===== src/rtl/core/bcd_pkg.sv =====
`default_nettype none

package bcd_pkg;

   localparam int MAGNITUDE_WIDTH     = 64;
   localparam int DIGIT_WIDTH         = 4;
   localparam int VALUE_BITS_DEFAULT  = 64;
   localparam int DIGIT_COUNT_DEFAULT = 20;

   localparam logic [DIGIT_WIDTH-1:0] DIGIT_ZERO   = 4'd0;
   localparam logic [DIGIT_WIDTH-1:0] DIGIT_FIVE   = 4'd5;
   localparam logic [DIGIT_WIDTH-1:0] DIGIT_ADJUST = 4'd3;

endpackage

`default_nettype wire


===== src/rtl/core/bcd_if.sv =====
`default_nettype none

interface bcd_req_if import bcd_pkg::*; ();
   logic                       valid;
   logic                       ready;
   logic [MAGNITUDE_WIDTH-1:0] magnitude;
   logic                       negative;

   modport source (output valid, output magnitude, output negative, input ready);
   modport sink (input valid, input magnitude, input negative, output ready);
endinterface

interface bcd_rsp_if import bcd_pkg::*; ();
   logic                   valid;
   logic                   ready;
   logic [DIGIT_WIDTH-1:0] digit;
   logic                   is_negative;
   logic                   last_digit;

   modport source (output valid, output digit, output is_negative, output last_digit,
                   input ready);
   modport sink (input valid, input digit, input is_negative, input last_digit,
                 output ready);
endinterface

`default_nettype wire


===== src/rtl/core/binary_to_bcd_converter_core.sv =====
// order: the magnitude is converted bit by bit, suppressed leading zeros are dropped, then
// one digit item per cycle is emitted while the result side takes them
// the single shift-and-correct unit runs once per magnitude bit, then the digit emit loop runs;
// a new request is taken only in idle, after the last digit item of the previous one is registered
// reset: synchronous active-high reset returns the sequencer to idle and drops rsp valid
`default_nettype none

module binary_to_bcd_converter_core import bcd_pkg::*; #(
   parameter int VALUE_BITS  = VALUE_BITS_DEFAULT,
   parameter int DIGIT_COUNT = DIGIT_COUNT_DEFAULT
) (
   input  wire         clock,
   input  wire         reset,
   bcd_req_if.sink     req_if,
   bcd_rsp_if.source   rsp_if
);

   localparam int CHAIN_WIDTH  = DIGIT_COUNT * DIGIT_WIDTH;
   localparam int BIT_CNT_W    = (VALUE_BITS > 1) ? $clog2(VALUE_BITS) : 1;
   localparam int REMAIN_W     = $clog2(DIGIT_COUNT + 1);

   typedef enum logic [1:0] {
      ST_IDLE,
      ST_CONVERT,
      ST_SCAN,
      ST_EMIT
   } state_type;

   state_type               state_ff;
   logic [VALUE_BITS-1:0]   mag_ff;
   logic [CHAIN_WIDTH-1:0]  chain_ff;
   logic [BIT_CNT_W-1:0]    bit_cnt_ff;
   logic [REMAIN_W-1:0]     remain_ff;
   logic                    sign_ff;
   logic                    rsp_valid_ff;
   logic [DIGIT_WIDTH-1:0]  rsp_digit_ff;
   logic                    rsp_neg_ff;
   logic                    rsp_last_ff;

   logic [CHAIN_WIDTH-1:0]  corrected;
   logic [CHAIN_WIDTH-1:0]  dabble_in;
   logic [CHAIN_WIDTH-1:0]  digit_shift_in;
   logic [DIGIT_WIDTH-1:0]  top_digit;
   logic                    out_free;

   // correct every digit of 5 or more, then shift one bit in
   always_comb begin
      for (int k = 0; k < DIGIT_COUNT; k++) begin
         if (chain_ff[k*DIGIT_WIDTH +: DIGIT_WIDTH] >= DIGIT_FIVE) begin
            corrected[k*DIGIT_WIDTH +: DIGIT_WIDTH] =
               chain_ff[k*DIGIT_WIDTH +: DIGIT_WIDTH] + DIGIT_ADJUST;
         end else begin
            corrected[k*DIGIT_WIDTH +: DIGIT_WIDTH] = chain_ff[k*DIGIT_WIDTH +: DIGIT_WIDTH];
         end
      end
   end

   assign dabble_in      = {corrected[CHAIN_WIDTH-2:0], mag_ff[VALUE_BITS-1]};
   assign digit_shift_in = {chain_ff[CHAIN_WIDTH-DIGIT_WIDTH-1:0], DIGIT_ZERO};
   assign top_digit      = chain_ff[CHAIN_WIDTH-1 -: DIGIT_WIDTH];
   assign out_free       = !rsp_valid_ff || rsp_if.ready;

   assign req_if.ready       = (state_ff == ST_IDLE);
   assign rsp_if.valid       = rsp_valid_ff;
   assign rsp_if.digit       = rsp_digit_ff;
   assign rsp_if.is_negative = rsp_neg_ff;
   assign rsp_if.last_digit  = rsp_last_ff;

   always_ff @(posedge clock) begin
      if (reset) begin
         state_ff     <= ST_IDLE;
         rsp_valid_ff <= 1'b0;
      end else begin
         if (rsp_valid_ff && rsp_if.ready && state_ff != ST_EMIT) begin
            rsp_valid_ff <= 1'b0;
         end
         case (state_ff)
            ST_IDLE: begin
               if (req_if.valid) begin
                  mag_ff     <= req_if.magnitude[VALUE_BITS-1:0];
                  sign_ff    <= req_if.negative;
                  chain_ff   <= '0;
                  bit_cnt_ff <= BIT_CNT_W'(VALUE_BITS - 1);
                  remain_ff  <= REMAIN_W'(DIGIT_COUNT);
                  state_ff   <= ST_CONVERT;
               end
            end
            ST_CONVERT: begin
               chain_ff   <= dabble_in;
               mag_ff     <= {mag_ff[VALUE_BITS-2:0], 1'b0};
               bit_cnt_ff <= bit_cnt_ff - 1'b1;
               if (bit_cnt_ff == '0) begin
                  state_ff <= ST_SCAN;
               end
            end
            ST_SCAN: begin
               // drop leading zeros, keep at least one digit
               if (top_digit == DIGIT_ZERO && remain_ff > REMAIN_W'(1)) begin
                  chain_ff  <= digit_shift_in;
                  remain_ff <= remain_ff - 1'b1;
               end else begin
                  if (top_digit == DIGIT_ZERO) begin
                     sign_ff <= 1'b0;
                  end
                  state_ff <= ST_EMIT;
               end
            end
            ST_EMIT: begin
               if (out_free) begin
                  rsp_valid_ff <= 1'b1;
                  rsp_digit_ff <= top_digit;
                  rsp_neg_ff   <= sign_ff;
                  rsp_last_ff  <= (remain_ff == REMAIN_W'(1));
                  chain_ff     <= digit_shift_in;
                  remain_ff    <= remain_ff - 1'b1;
                  if (remain_ff == REMAIN_W'(1)) begin
                     state_ff <= ST_IDLE;
                  end
               end
            end
            default: begin
               state_ff <= ST_IDLE;
            end
         endcase
      end
   end

endmodule

`default_nettype wire


===== src/flat_wrapper.sv =====
// flat-port wrapper written by rule: the top's interface ports become plain ports
module binary_to_bcd_converter_core_flat import bcd_pkg::*;
#(
   parameter int VALUE_BITS  = VALUE_BITS_DEFAULT,
   parameter int DIGIT_COUNT = DIGIT_COUNT_DEFAULT
)
  (clock, reset, req_if_valid, req_if_magnitude, req_if_negative, req_if_ready, rsp_if_valid, rsp_if_digit, rsp_if_is_negative, rsp_if_last_digit, rsp_if_ready);
  bcd_req_if req_if_i ();
  bcd_rsp_if rsp_if_i ();
  input  wire clock;
  input  wire reset;
  input wire logic [$bits(req_if_i.valid)-1:0] req_if_valid;
  input wire logic [$bits(req_if_i.magnitude)-1:0] req_if_magnitude;
  input wire logic [$bits(req_if_i.negative)-1:0] req_if_negative;
  output wire logic [$bits(req_if_i.ready)-1:0] req_if_ready;
  output wire logic [$bits(rsp_if_i.valid)-1:0] rsp_if_valid;
  output wire logic [$bits(rsp_if_i.digit)-1:0] rsp_if_digit;
  output wire logic [$bits(rsp_if_i.is_negative)-1:0] rsp_if_is_negative;
  output wire logic [$bits(rsp_if_i.last_digit)-1:0] rsp_if_last_digit;
  input wire logic [$bits(rsp_if_i.ready)-1:0] rsp_if_ready;
  assign req_if_i.valid = req_if_valid;
  assign req_if_i.magnitude = req_if_magnitude;
  assign req_if_i.negative = req_if_negative;
  assign req_if_ready = req_if_i.ready;
  assign rsp_if_valid = rsp_if_i.valid;
  assign rsp_if_digit = rsp_if_i.digit;
  assign rsp_if_is_negative = rsp_if_i.is_negative;
  assign rsp_if_last_digit = rsp_if_i.last_digit;
  assign rsp_if_i.ready = rsp_if_ready;
  binary_to_bcd_converter_core #(.VALUE_BITS(VALUE_BITS), .DIGIT_COUNT(DIGIT_COUNT)) u_core (.clock(clock), .reset(reset), .req_if(req_if_i), .rsp_if(rsp_if_i));
endmodule

===== config.mk =====
export PLATFORM = sky130hd
export DESIGN_NAME = binary_to_bcd_converter_core_flat
export DESIGN_NICKNAME = d
export VERILOG_FILES = /design/src/rtl/core/bcd_pkg.sv /design/src/rtl/core/bcd_if.sv /design/src/rtl/core/binary_to_bcd_converter_core.sv /design/src/flat_wrapper.sv
export SDC_FILE = /design/constraint.sdc
export NUM_CORES = 1
export LEC_CHECK = 0
export BUFFER_PORTS_ARGS = -buffer_cell sky130_fd_sc_hd__buf_2
export CORE_AREA = 2 2 143 145
export CTS_BUF_LIST = sky130_fd_sc_hd__clkbuf_16
export DETAILED_ROUTE_END_ITERATION = 8
export DIE_AREA = 0 0 145 147
export HOLD_SLACK_MARGIN = 0.02
export PLACE_DENSITY = 0.76
export SYNTH_ARGS = -nofsm -noshare
export SYNTH_HDL_FRONTEND = slang
export SYNTH_SLANG_ARGS = --single-unit

===== constraint.sdc =====
create_clock -name clock -period 9.1 [get_ports clock]
set_input_delay 1.365 -clock clock [delete_from_list [all_inputs] [get_ports clock]]
set_output_delay 1.365 -clock clock [all_outputs]
set_load 0.05 [all_outputs]

# --- Word level (Yosys, flattened, before mapping) ---
# Cells that the tools add are included.
word_totals:
  ff_bits: 165
  elab_cells: 128
  in_bits: 69
  output_inout_bits: 8
op_classes:
  n_lt_le_gt_ge: 21
  n_eq_ne: 12
  bitwise_logic: 1
  mux: 45
  n_addsub: 22
  n_reduce_logical: 17
op_table:
  columns: ["cell", "n"]
  rows:
  - ["one-hot mux 80 bit (4 select lines)", 1]
  - ["2-to-1 mux 80 bit", 3]
  - ["one-hot mux 64 bit (2 select lines)", 1]
  - [">= comparator 4 x 3 -> 1 bit (second input constant)", 20]
  - ["adder 4 x 2 -> 4 bit (second input constant)", 19]
  - ["2-to-1 mux 4 bit", 19]
  - ["2-to-1 mux 64 bit", 1]
  - ["2-to-1 mux 5 bit", 3]
  - ["one-hot mux 5 bit (3 select lines)", 1]
  - ["AND reduction 5 bit", 3]
  - ["one-hot mux 6 bit (2 select lines)", 1]
  - ["2-to-1 mux 2 bit", 5]
  - ["inequality test 2 x 1 -> 1 bit (second input constant)", 5]
  - ["one-hot mux 2 bit (4 select lines)", 1]
  - ["logical NOT 6 bit", 1]
  - ["2-to-1 mux 1 bit", 6]
  - ["2-to-1 mux 6 bit", 1]
  - ["inequality test 2 bit (second input constant)", 3]
  - ["AND reduction 3 bit", 2]
  - ["subtractor 6 x 1 -> 6 bit (second input constant)", 1]
  - ["== test 5 x 1 -> 1 bit (second input constant)", 1]
  - ["> comparator 5 x 1 -> 1 bit (second input constant)", 1]
  - ["subtractor 5 x 1 -> 5 bit (second input constant)", 1]
  - ["== test 2 bit (second input constant)", 2]
  - ["13 further kinds", 16]

# --- Logic depth before layout (Yosys ltp) ---
# Gate-level depths: netlist (run 1).
logic_depth:
  depth_word: 5
  depth_mapped: 9
  depth_no_buf: 6

# --- Worst setup path before layout (run 1) ---
# Ideal clock, no wire load.
synth_timing:
  kind: "input to register"
  startpoint: "input req_if_valid"
  endpoint: "register u_core.remain_ff[0], enable pin"
  setup_ns: 0.321
  arrival_time_ns: 8.251
  stages: 4
  path_buffers: 0
  setup_slack_ns: 0.529
  path_cell_list: "nand2b_1 > nand2_1 > a221oi_1 > o31a_1"
synth_between:
  elab_chain_len: 2
synth_lines:
  columns: ["element", "line_no", "text"]
  rows:
  - ["from (decl)", "flat_wrapper.sv:12", "input wire logic [$bits(req_if_i.valid)-1:0] req_if_valid;"]
  - ["inequality test 2 bit (no line)", null, null]
  - ["AND reduction 5 bit (no line)", null, null]
  - ["to (signal assigned)", "binary_to_bcd_converter_core.sv:84", "remain_ff <= REMAIN_W'(DIGIT_COUNT);"]
  - ["to (signal assigned)", "binary_to_bcd_converter_core.sv:100", "remain_ff <= remain_ff - 1'b1;"]
  - ["to (signal assigned)", "binary_to_bcd_converter_core.sv:115", "remain_ff <= remain_ff - 1'b1;"]
  - ["to (decl)", "binary_to_bcd_converter_core.sv:33", "logic [REMAIN_W-1:0] remain_ff;"]
# Every way passes these cells.
# A chain may end at the register's enable or synchronous reset.

# --- Final worst setup path (run 1) ---
layout_timing:
  startpoint: "register u_core.chain_ff[76]"
  endpoint: "register u_core.remain_ff[4], enable pin"
layout_between:
  elab_chain_len: 4
layout_lines:
  columns: ["element", "line_no", "text"]
  rows:
  - ["from (decl)", "binary_to_bcd_converter_core.sv:31", "logic [CHAIN_WIDTH-1:0] chain_ff;"]
  - ["from (signal assigned)", "binary_to_bcd_converter_core.sv:89", "chain_ff <= dabble_in;"]
  - ["from (signal assigned)", "binary_to_bcd_converter_core.sv:99", "chain_ff <= digit_shift_in;"]
  - ["from (signal assigned)", "binary_to_bcd_converter_core.sv:114", "chain_ff <= digit_shift_in;"]
  - ["logical NOT 4 bit", "binary_to_bcd_converter_core.sv:98", "if (top_digit == DIGIT_ZERO && remain_ff > REMAIN_W'(1)) begin"]
  - ["logical AND 1 bit", "binary_to_bcd_converter_core.sv:98", null]
  - ["inequality test 2 x 1 -> 1 bit (no line)", null, null]
  - ["AND reduction 5 bit (no line)", null, null]
# Every way passes these cells.

==> metrics.cfg, run 1 <==
[outcome]
status=complete, no violations

[global_routing]
grtUsageTotal_pct=14.9
grt_max_degree=82
grt_overflow=0
antenna_found_initial=1
grt_first_pass_wirelength_mm=26.2
first_global_vias=5490

[power]
swShare_pct=33.3
seqPwrFrac_pct=42.5
p_comb_share_pct=33.1
irDropWorstVdd_mv=0.184
leakage_nw=3.70
power_switching_w=0.00100
clockPowerShare_pct=24.5
intPower_w=0.00201
design_power_total_w=0.00302
powerDensity_nw_per_um2=299

[cells_and_area]
layout.nets=894
seq_area_um2=4920
drive_gt1_share_pct=24.5
multi_input_area_um2=3580
most-common-layout-cells=edfxtp_1, buf_2, mux2_2, inv_1, ha_1
num_antenna_cells=0
final_common_cell=edfxtp_1
fillCellCount=1706
syn2layout_area_growth_pct=14.7
postLayoutCellArea_um2=10100

[placement]
numPortBuffers=76
hpwl_mm=9.76
place.gp.congestion=0.755
post_dp_cell_area_um2=9470

[clock_tree]
clockBufferDepth=2
postCtsSetupRepairBufs=0
h-tree-depth=4
path_clk_slew_ns=0.06
clock_latency_ns=0.43
ctsResizeCount=0
cts_tree=built
postCtsHoldBufs=0
cts_sinks=165
numCtsBuffers=17
cts-root-buf=clkbuf_16

[drt]
first_pass_iters=5
wl_per_cell_um=14.7
totalWireLength_mm=15.6
drt_iter0_drc=445
vias_per_cell=5.27
wl_met3_mm=1.14
vias=5582
top_layer=met5
route.met2.wl_mm=7.24
wl_met1_mm=7.05
ant_nets=0
drc=0

[timing]
slew_violations=0
max_slew_margin_pct=30.6
fin_tns_setup_ns=0
setup_viol=0
rsz0062_at_grt=no
min_period_ns=3.12
clock_skew_ns=0.0121
hold_viol=0
tightest_slew_ns=1.04
min_period_over_period_pct=34.3
max_freq_mhz=320

[worst_setup_path]
end_kind=flip-flop
crit_family=buffers and inverters
slowest_delay_ns=0.82
path_cells=inv_1 -> ha_1 -> nor3b_1 -> o21ai_0 -> a221oi_4 -> buf_4 -> o31a_1
worst_path_max_delay_cell=buf_4
arrival_ns=3.24
cp.required_ns=9.22
worstSetupStartpointType=flip-flop
cp_num_buf_inv=2
crit_type=flip-flop to flip-flop
timing.rr.start=u_core.chain_ff[76]
critPathLaunch=u_core.chain_ff[76]
crit_path_max_fanout=81

[die]
num_rows=52
die_h_um=147
core_um2=19800
start_util_pct=44.3
die_x_um=145
die_area_um2=21300
ios=77

[synthesis]
async_flop_share_pct=0
syn_nets=821
synth-edff-count=162
yosysUniqueCellTypes=44
synthCells=704
synth-main-ff-cell=edfxtp_1
avgSynthCellArea_um2=12.5
yosysWarnings=0
syn_area_um2=8790
ys_seq_area_share_pct=56.0
synth-seq-cells=165

[min_path]
hp-class=flip-flop to flip-flop
worstHoldStart=u_core.sign_ff

[run]
cap_violations=0

-- cell usage after synthesis, types with 2 or more instances --
cell type  count  area [um2]
and3_1         2        12.5
nor3b_1       18         135
buf_2          8        40.0
inv_1         55         206
a211oi_1       2        15.0
a21oi_1       44         220
mux2_2        71         800
o31a_1         2        17.5
edfxtp_1     162        4860
o21ai_1        3        15.0
a21o_1         3        22.5
nor2b_1        5        31.3
o32ai_1       15         131
nor2_1        22        82.6
mux2i_1       12         120
a31oi_1        5        31.3
o22ai_1       24         150
a22o_1        12         105
o41ai_1        3        26.3
and3b_1        2        17.5
o21a_1         4        30.0
clkbuf_1      17        63.8
xor2_1        12         105
a41oi_1        4        35.0
dfxtp_1        3        60.1
ha_1          48         601
o21ai_0       40         200
nor3_1         7        35.0
nand2_1       37         139
nand2b_1      23         144
buf_1          3        11.3
xnor2_1       24         210
-- path summary, 6_finish.rpt --
check	to	slack, ns	cells after the start
hold reg to reg	u_core.rsp_if.is_negative	0.44	0
setup / recovery	u_core.remain_ff[4]	5.98	7
setup reg to reg	u_core.remain_ff[4]	5.98	7
hold / removal	u_core.rsp_if.is_negative	0.44	0
-- power groups by stage --
stage	logic, W	clock network [W]	registers (W)
2_1_floorplan	0.000805	0	0.00129
3_3_place_gp	0.000971	0	0.00129
3_5_place_dp	0.000999	0	0.00129
4_1_cts	0.00101	0.000753	0.00128
5_1_grt	0.00112	0.000781	0.00131
6_report	0.000997	0.000738	0.00128
-- flip-flops by register name, indices dropped and copies added, names as in the netlist --
register	flops
u_core.rsp_if.last_digit	1
u_core.chain_ff	80
u_core.rsp_if.valid	1
u_core.mag_ff	64
u_core.sign_ff	1
u_core.remain_ff	5
u_core.state_ff	2
u_core.rsp_if.digit	4
u_core.rsp_if.is_negative	1
u_core.bit_cnt_ff	6
-- stage by stage --
stage / setup WS (ns) / util (%) / std cells / hold WS (ns)
finish: 5.98 / 50.8 / 1059 / 0.436
global route: 5.73 / 50.8 / 1059 / 0.456
CTS: 5.95 / 50.8 / 1059 / 0.436
global placement: 5.64 / 47.7 / 1028 / 0.411
detailed placement: 5.57 / 47.7 / 1028 / 0.420
floorplan: 0.529 / - / 704 / 0.400
-- final cells by class --
| type | instances | area share (%) |
|---|---|---|
| clock buffer | 17 | 4.22 |
| clock inverter | 14 | 1.78 |
| inverter | 55 | 2.05 |
| multi-input combinational | 456 | 35.5 |
| sequential | 165 | 48.9 |
| tap | 270 | 3.35 |
| timing repair buffer | 82 | 4.22 |
-- metal layers --
layer	up-vias	track usage [%]
met1	2647	19.3
met5	-	0
met2	138	23.5
li1	2781	-
met3	14	5.81
met4	2	4.31
-- kinds of logic (layout without fill, tap and decap cells) --
family / count (synthesis) / in the layout / share of synthesized area (%)
AO/OA/AOI/OAI: 169 / 169 / 12.3
flip-flops: 165 / 165 / 56.0
AND/OR/NAND/NOR: 120 / 120 / 7.13
multiplexers: 83 / 83 / 10.5
buffers and inverters: 83 / 168 / 3.66
adder cells (fa/ha/maj): 48 / 48 / 6.83
XOR/XNOR: 36 / 36 / 3.59
Power figures use the tool's default switching activity.
==> run 2: changes to the inputs <==
Settings changed: PLACE_DENSITY 0.76 to 0.73.
Clock period 9.1 ns to 3.1 ns, I/O delays scaled along.
==> run 2 against run 1 <==
Compared with the run above: non-clock buffer count increased by 2; core utilization increased by 0.39 points; sequential share of layout area decreased by 0.37 points; clock-buffer cell count unchanged; register-to-register slack got worse by 5.4 ns; final cell count increased by 0.19%; critical path depth unchanged; critical endpoint is now u_core.chain_ff[52]; power increased to 3.0 times the previous value.
==> metrics.cfg, run 2 (synthesis gave the netlist of run 1 again) <==
[outcome]
status=complete, no violations  ; unchanged

[global_routing]
grtUsageTotal_pct=15.6  ; was 14.9%
first_global_vias=5758  ; was 5490
grt_first_pass_wirelength_mm=27.1  ; was 26.2 mm
grt_max_degree=81  ; was 82
grt_overflow=0  ; unchanged
antenna_found_initial=1  ; unchanged

[min_path]
hp-class=input port to flip-flop  ; was flip-flop to flip-flop
hold_depth=2  ; was 0
worstHoldStart=reset  ; was u_core.sign_ff
min_to=u_core.rsp_if.valid  ; was u_core.rsp_if.is_negative

[die]
num_rows=52  ; unchanged
core_um2=19800  ; unchanged
start_util_pct=44.3  ; unchanged
die_h_um=147  ; unchanged
ios=77  ; unchanged
die_area_um2=21300  ; unchanged
die_x_um=145  ; unchanged

[power]
irDropWorstVdd_mv=0.480  ; was 0.184 mV
leakage_nw=3.72  ; was 3.70 nW
design_power_total_w=0.00890  ; was 0.00302 W
powerDensity_nw_per_um2=877  ; was 299 nW/um2

[worst_setup_path]
timing.rr.start=u_core.state_ff[0]  ; was u_core.chain_ff[76]
timing.rr.end=u_core.chain_ff[52]  ; was u_core.remain_ff[4]
end_kind=flip-flop  ; unchanged
cp.required_ns=3.36  ; was 9.22 ns
worst_path_max_delay_cell=nor2_2  ; was buf_4
r2r_slack_ns=0.54  ; was 5.98 ns
reg2regPathDepth=7  ; unchanged
crit_type=flip-flop to flip-flop  ; unchanged
crit_path_max_fanout=21  ; was 81
critPathLaunch=u_core.state_ff[0]  ; was u_core.chain_ff[76]
worstSetupStartpointType=flip-flop  ; unchanged
path_cells=inv_1 -> ha_1 -> nor2_1 -> nor2_2 -> buf_4 -> a41oi_1 -> o32ai_1  ; was inv_1 -> ha_1 -> nor3b_1 -> o21ai_0 -> a221oi_4 -> buf_4 -> o31a_1
slowest_delay_ns=0.74  ; was 0.82 ns
arrival_ns=2.82  ; was 3.24 ns

[cells_and_area]
most-common-layout-cells=edfxtp_1, buf_2, mux2_2, inv_1, ha_1  ; unchanged
seq_area_um2=4920  ; unchanged
top_register=u_core.chain_ff  ; unchanged
largest_register_ffs=80  ; unchanged
final_common_cell=edfxtp_1  ; unchanged
multi_input_area_um2=3630  ; was 3580 um2
layout.nets=896  ; was 894
syn2layout_area_growth_pct=15.5  ; was 14.7%
reg_top3=u_core.chain_ff x80, u_core.mag_ff x64, u_core.bit_cnt_ff x6  ; unchanged
num_antenna_cells=0  ; unchanged
fillCellCount=1681  ; was 1706
drive_gt1_share_pct=25.8  ; was 24.5%

[drt]
totalWireLength_mm=15.9  ; was 15.6 mm
wl_per_cell_um=15.0  ; was 14.7 um
drt_iter0_drc=417  ; was 445
ant_nets=0  ; unchanged
first_pass_iters=4  ; was 5
vias=5580  ; was 5582
drc=0  ; unchanged
vias_per_cell=5.26  ; was 5.27

[timing]
worst_slack_ns=0.540  ; was 5.98 ns
clock_skew_ns=0.0109  ; was 0.0121 ns
max_slew_margin_pct=37.3  ; was 30.6%
rsz0062_at_grt=no  ; unchanged
min_period_over_period_pct=82.6  ; was 34.3%
max_freq_mhz=391  ; was 320 MHz
setup_viol=0  ; unchanged
hold_viol=0  ; unchanged
hold_ws_ns=0.262  ; was 0.436 ns
slew_violations=0  ; unchanged
fin_tns_setup_ns=0  ; unchanged
tightest_slew_ns=0.940  ; was 1.04 ns
min_period_ns=2.56  ; was 3.12 ns

[placement]
place.gp.congestion=0.735  ; was 0.755
hpwl_mm=10.2  ; was 9.76 mm
dp_slack_ns=0.506  ; was 5.57 ns
numPortBuffers=76  ; unchanged

[clock_tree]
clock_latency_ns=0.44  ; was 0.43 ns
path_clk_slew_ns=0.07  ; was 0.06 ns
cts-root-buf=clkbuf_16  ; unchanged
cts_sinks=165  ; unchanged
cts_tree=built  ; unchanged
ctsResizeCount=0  ; unchanged
postCtsSetupRepairBufs=0  ; unchanged
numCtsBuffers=17  ; unchanged
postCtsHoldBufs=0  ; unchanged
h-tree-depth=4  ; unchanged
clockBufferDepth=2  ; unchanged

[run]
cap_violations=0  ; unchanged

## run 2: layout make-up
class | count | share of cell area [%]
flip-flops and latches | 165 | 48.5
multi-input cells | 456 | 35.7
repair buffers | 84 | 4.83
clock buffers | 17 | 4.19
well taps | 270 | 3.33
inverters | 55 | 2.03
clock inverters | 14 | 1.37
## run 2: worst max-delay path by stage
| stage | slack (ns) | to |
|---|---|---|
| finish | 0.54 | u_core.chain_ff[52] |
| global route | 0.30 | u_core.chain_ff[56] |
| CTS | 0.51 | u_core.chain_ff[56] |
| detailed placement | 0.51 | u_core.chain_ff[56] |
| global placement | 0.63 | u_core.chain_ff[52] |
| floorplan | -0.63 | u_core.remain_ff[0] |
## run 2: report_power, final
part           switching [W]  internal, W  total [W]
sequential          0.000414      0.00336    0.00377
clock               0.000952      0.00113    0.00208
combinational        0.00170      0.00136    0.00305
## run 2: worst max-delay path, delay by kind of cell (launching register included)
kind / cells / cell delay (ns)
AO/OA/AOI/OAI: 2 / 0.21
flip-flops: 1 / 0.35
AND/OR/NAND/NOR: 2 / 0.91
adder cells (fa/ha/maj): 1 / 0.40
buffers and inverters: 2 / 0.51
## run 2: layer usage
metal	wire length (um)	part of all wire, %	vias to the layer above	GRT usage, %
met1	7150	45	2673	19.7
met3	1050	6.6	15	5.81
met5	0	0	-	0
li1	-	-	2785	-
met4	204	1.3	0	5.25
met2	7540	47	107	25.0
## run 2: through the flow
stage	instances	area [um2]	util, %
2_1_floorplan	704	8880	-
3_3_place_gp	1030	9590	48.3
3_5_place_dp	1030	9590	48.3
4_1_cts	1061	10200	51.2
5_1_grt	1061	10200	51.2
6_report	1061	10200	51.2
